==> config.mk <==
export PLATFORM = sky130hd
export DESIGN_NAME = bls_mac
export DESIGN_NICKNAME = d
export VERILOG_FILES = /design/src/rtl/bls_pkg.sv /design/src/rtl/bls_mac.sv
export SDC_FILE = /design/constraint.sdc
export NUM_CORES = 1
export LEC_CHECK = 0
export CORE_MARGIN = 2
export CORE_UTILIZATION = 35
export DETAILED_ROUTE_END_ITERATION = 8
export DONT_BUFFER_PORTS = 1
export PLACE_DENSITY = 0.56
export SLEW_MARGIN = 20
export SYNTH_ARGS = -nofsm -noshare
export SYNTH_HDL_FRONTEND = slang
export SYNTH_SLANG_ARGS = --single-unit
==> constraint.sdc <==
create_clock -name vclk -period 13.9
set_input_delay 0.695 -clock vclk [all_inputs]
set_output_delay 0.695 -clock vclk [all_outputs]
set_load 0.02 [all_outputs]
==> src/rtl/bls_pkg.sv <==
// shared constants, payload types and helper functions of the bilinear sampler
package bls_pkg;

   // store geometry and fixed-point format
   localparam int MAX_COLS    = 256;
   localparam int MAX_ROWS    = 256;
   localparam int FRAC_BITS   = 8;

   localparam int PIXEL_BITS  = 8;
   localparam int SAMPLE_BITS = 16;
   localparam int VALUE_BITS  = 16;
   localparam int CSR_BITS    = 9;
   localparam int CSR_INDEX_BITS = 1;

   localparam int COL_BITS    = $clog2(MAX_COLS);
   localparam int ROW_BITS    = $clog2(MAX_ROWS);
   localparam int ADDR_BITS   = $clog2(MAX_COLS * MAX_ROWS);
   // holds dimensions up to 4096, integer parts of a point and the 9-bit registers
   localparam int DIM_BITS    = 13;

   localparam int WGT_BITS    = FRAC_BITS + 1;
   localparam int H_BITS      = PIXEL_BITS + FRAC_BITS;
   localparam int V_BITS      = PIXEL_BITS + 2 * FRAC_BITS;
   localparam int ROUND_SHIFT = 2 * FRAC_BITS - 8;

   localparam logic [WGT_BITS-1:0] WGT_ONE = {1'b1, {FRAC_BITS{1'b0}}};
   localparam logic [V_BITS-1:0] ROUND_HALF = V_BITS'((64'd1 << ROUND_SHIFT) >> 1);

   // register indexes
   localparam logic [CSR_INDEX_BITS-1:0] CSR_IMAGE_WIDTH  = CSR_INDEX_BITS'(0);
   localparam logic [CSR_INDEX_BITS-1:0] CSR_IMAGE_HEIGHT = CSR_INDEX_BITS'(1);
   localparam logic [CSR_BITS-1:0] CSR_DIM_RESET = CSR_BITS'(256);

   // request kinds
   localparam logic REQ_WRITE  = 1'b0;
   localparam logic REQ_SAMPLE = 1'b1;

   typedef struct packed {
      logic                   req_type;
      logic [7:0]             pixel_row;
      logic [7:0]             pixel_col;
      logic [PIXEL_BITS-1:0]  pixel_value;
      logic [SAMPLE_BITS-1:0] sample_x;
      logic [SAMPLE_BITS-1:0] sample_y;
   } req_word_type;

   typedef struct packed {
      logic [VALUE_BITS-1:0] sample_value;
      logic                  out_of_range;
   } rsp_word_type;

   typedef struct packed {
      logic                  wr_en;
      logic                  rd_en;
      logic [ADDR_BITS-1:0]  addr;
      logic [PIXEL_BITS-1:0] wdata;
   } ram_cmd_type;

   function automatic logic [ADDR_BITS-1:0] pixel_addr(input logic [DIM_BITS-1:0] row,
                                                       input logic [DIM_BITS-1:0] col);
      pixel_addr = ADDR_BITS'(row * MAX_COLS + col);
   endfunction

   // saturate a dimension register to 1 .. maxv
   function automatic logic [DIM_BITS-1:0] clamp_dim(input logic [CSR_BITS-1:0] v,
                                                     input int maxv);
      if (v == '0) begin
         clamp_dim = DIM_BITS'(1);
      end else if (DIM_BITS'(v) > DIM_BITS'(maxv)) begin
         clamp_dim = DIM_BITS'(maxv);
      end else begin
         clamp_dim = DIM_BITS'(v);
      end
   endfunction

   // reflect-101 neighbour to the right or below
   function automatic logic [DIM_BITS-1:0] mirror_next(input logic [DIM_BITS-1:0] i,
                                                       input logic [DIM_BITS-1:0] len);
      if (i + DIM_BITS'(1) < len) begin
         mirror_next = i + DIM_BITS'(1);
      end else if (len >= DIM_BITS'(2)) begin
         mirror_next = len - DIM_BITS'(2);
      end else begin
         mirror_next = '0;
      end
   endfunction

endpackage

==> src/rtl/bls_mac.sv <==
// shared multiply-accumulate unit of the blend sequencer
module bls_mac (
   input  logic [bls_pkg::H_BITS-1:0]   mul_a,
   input  logic [bls_pkg::WGT_BITS-1:0] mul_b,
   input  logic [bls_pkg::V_BITS-1:0]   acc,
   input  logic                         add_acc,
   output logic [bls_pkg::V_BITS-1:0]   result
);

   logic [bls_pkg::H_BITS+bls_pkg::WGT_BITS-1:0] product;

   always_comb begin
      product = (bls_pkg::H_BITS+bls_pkg::WGT_BITS)'(mul_a) *
                (bls_pkg::H_BITS+bls_pkg::WGT_BITS)'(mul_b);
      // blended values never exceed 255 * 2^(2*FRAC_BITS), so the sum fits
      result  = bls_pkg::V_BITS'(product) + (add_acc ? acc : '0);
   end

endmodule

==> results.ini <==
[worst_setup_path]
crit_start = mul_b[3]
critPathRequiredTime_ns = 13.20
crit_slowest_cell = a211oi_1
path_class = in -> out
path_common_cell = fa_1
crit_fanout = 16
end_kind = output port
slowest_delay_ns = 0.65
worstPathArrival_ns = 5.39
critical_path.top_delay_family = adder cells
crit_buf_inv = 3
critPathLaunchType = primary input
cp_cell_sequence = nand2_1, fa_1, inv_1, fa_1, fa_1, fa_1, inv_1, fa_1, inv_1, ha_1, and4_1, nand3_1, a31o_1, a31oi_2, nor3_1, a211oi_1

[worst_hold_path]
hold_depth = 2
hold_end = result[0]
min_from = acc[0]
hold_path.class = in -> out

[sta]
rsz0062_at_grt = false
hold_viol_final = 0
fin_crit_sh_pct = 43.7
fin_setup_tns_ns = 0
timing.slew.headroom_pct = 49.8
fmax_mhz = 164
whs_ns = 1.72
postLayoutSetupSlackWorst_ns = 7.82
worstMarginPinSlew_ns = 0.749
setup_viol = 0
min_period_ns = 6.08
slew_viol_final = 0

[routing]
avgRoutedWirePerCell_um = 15.6
drc = 0
num_vias = 3980
dr.pass1.iters = 6
routed_wl_um = 12200
vias_per_cell = 5.11
antenna_left = 0
dr.first_iter.drc_count = 242

[die]
fp.dieW_um = 126
rows = 44
pin_count = 74
start_util_pct = 36.0
die_h_um = 126
coreArea_mm2 = 0.0146
fp.dieArea_mm2 = 0.0160

[place]
numPortBuffers = 0
preCtsSetupSlack_ns = 7.80
hpwl_um = 10700
gp_congestion = 0.847

[layout]
syn2layout_area_growth_pct = 3.00
regArea_um2 = 0
fill_cells = 1521
diodes = 0
nNetsFinal = 814
seq_cells = 0
drive_gt1_share_pct = 2.52
multi_input_area_mm2 = 0.00470
nClkBuffers = 0

[synthesis]
syn_area_mm2 = 0.00525
synth_cells = 614
yosys_warnings = 0
synth_cell_type_count = 42
synth.avg_cell_area_um2 = 8.55
ys_seq_area_share_pct = 0
syn_nets = 831

[global_route]
antenna_found_initial = 0
grt_max_degree = 25
grt_pass1_vias = 4185
gr-total-overflow = 0
track_usage_pct = 15.4
grt_pass1_wl_um = 20500

[outcome]
outcome = complete, no violations

[run]
cap_violations = 0

[clock_network]
ctsResizeCount = 0
hold_buffers = 0
cts_setup_buffers = 0

==> layer usage <==
layer / up-vias / GRT usage [%] / share of wire [%]
li1: 1821 / - / -
met1: 2015 / 20.2 / 40
met2: 134 / 28.5 / 53
met3: 10 / 1.43 / 5.6
met4: 0 / 1.29 / 0.94
met5: - / 0 / 0
==> worst max path at each step <==
| stage | to | slack [ns] | cells past startpoint |
|---|---|---|---|
| after detailed placement | result[20] | 7.80 | 16 |
| final | result[20] | 7.82 | 16 |
| after floorplan | result[20] | 7.83 | 18 |
| after CTS | result[20] | 7.79 | 16 |
| after global placement | result[20] | 7.89 | 15 |
| after global routing | result[20] | 7.61 | 16 |
==> area by class of cell <==
| type | count | area share (%) |
|---|---|---|
| multi-input combinational | 467 | 86.9 |
| inverter | 128 | 8.88 |
| tap | 184 | 4.26 |
==> placed cells by master, fill, tap and decap left out, drive strengths merged, types with 2 or more instances in the layout <==
| cell | n |
|---|---|
| nor3 | 6 |
| nand4 | 2 |
| ha | 50 |
| nor2 | 8 |
| a211oi | 3 |
| and2 | 78 |
| nor4 | 4 |
| inv | 128 |
| xor2 | 8 |
| o21bai | 2 |
| nand3 | 12 |
| a21oi | 22 |
| nand2 | 101 |
| xnor2 | 16 |
| o21ai | 7 |
| a21o | 6 |
| a31oi | 4 |
| nor2b | 5 |
| and3 | 4 |
| fa | 117 |
==> stage by stage <==
step                cells  instance area [um^2]  util [%]
floorplan             614                  5250         -
global placement      779                  5410      37.1
detailed placement    779                  5410      37.1
CTS                   779                  5410      37.1
global route          779                  5410      37.1
finish                779                  5410      37.1
==> cell usage after synthesis (all sizes together) <==
cell	instances	area (um^2)
a211o	1	8.76
a211oi	3	35.0
a21bo	1	10.0
a21boi	1	7.51
a21o	6	45.0
a21oi	22	118
a221oi	1	8.76
a31o	1	8.76
a31oi	4	31.3
a41o	1	11.3
and2	78	488
and3	4	35.0
and4	1	8.76
buf	1	5.00
clkbuf	18	67.6
fa	117	2340
ha	50	626
inv	128	480
mux2i	1	10.0
nand2	101	379
nand3	12	65.1
nand4	2	12.5
nor2	8	30.0
nor2b	5	31.3
nor3	6	30.0
nor4	4	37.5
o211ai	1	21.3
o21a	1	7.51
o21ai	7	42.5
o21bai	2	15.0
o41ai	1	16.3
or3	1	6.26
xnor2	16	140
xor2	8	70.1
==> kinds of logic (layout without fill, tap and decap cells) <==
group           after synthesis  count (layout)  synth area share, %
simple gates                222             222                 21.4
fa+ha+maj                   167             167                 56.5
buf+inv                     147             128                 10.5
compound gates               53              53                 7.36
xor+xnor                     24              24                 4.00
mux                           1               1                0.191
Power is not shown: default switching activity piles up to over one toggle a cycle in this logic, so the estimate is an artifact.
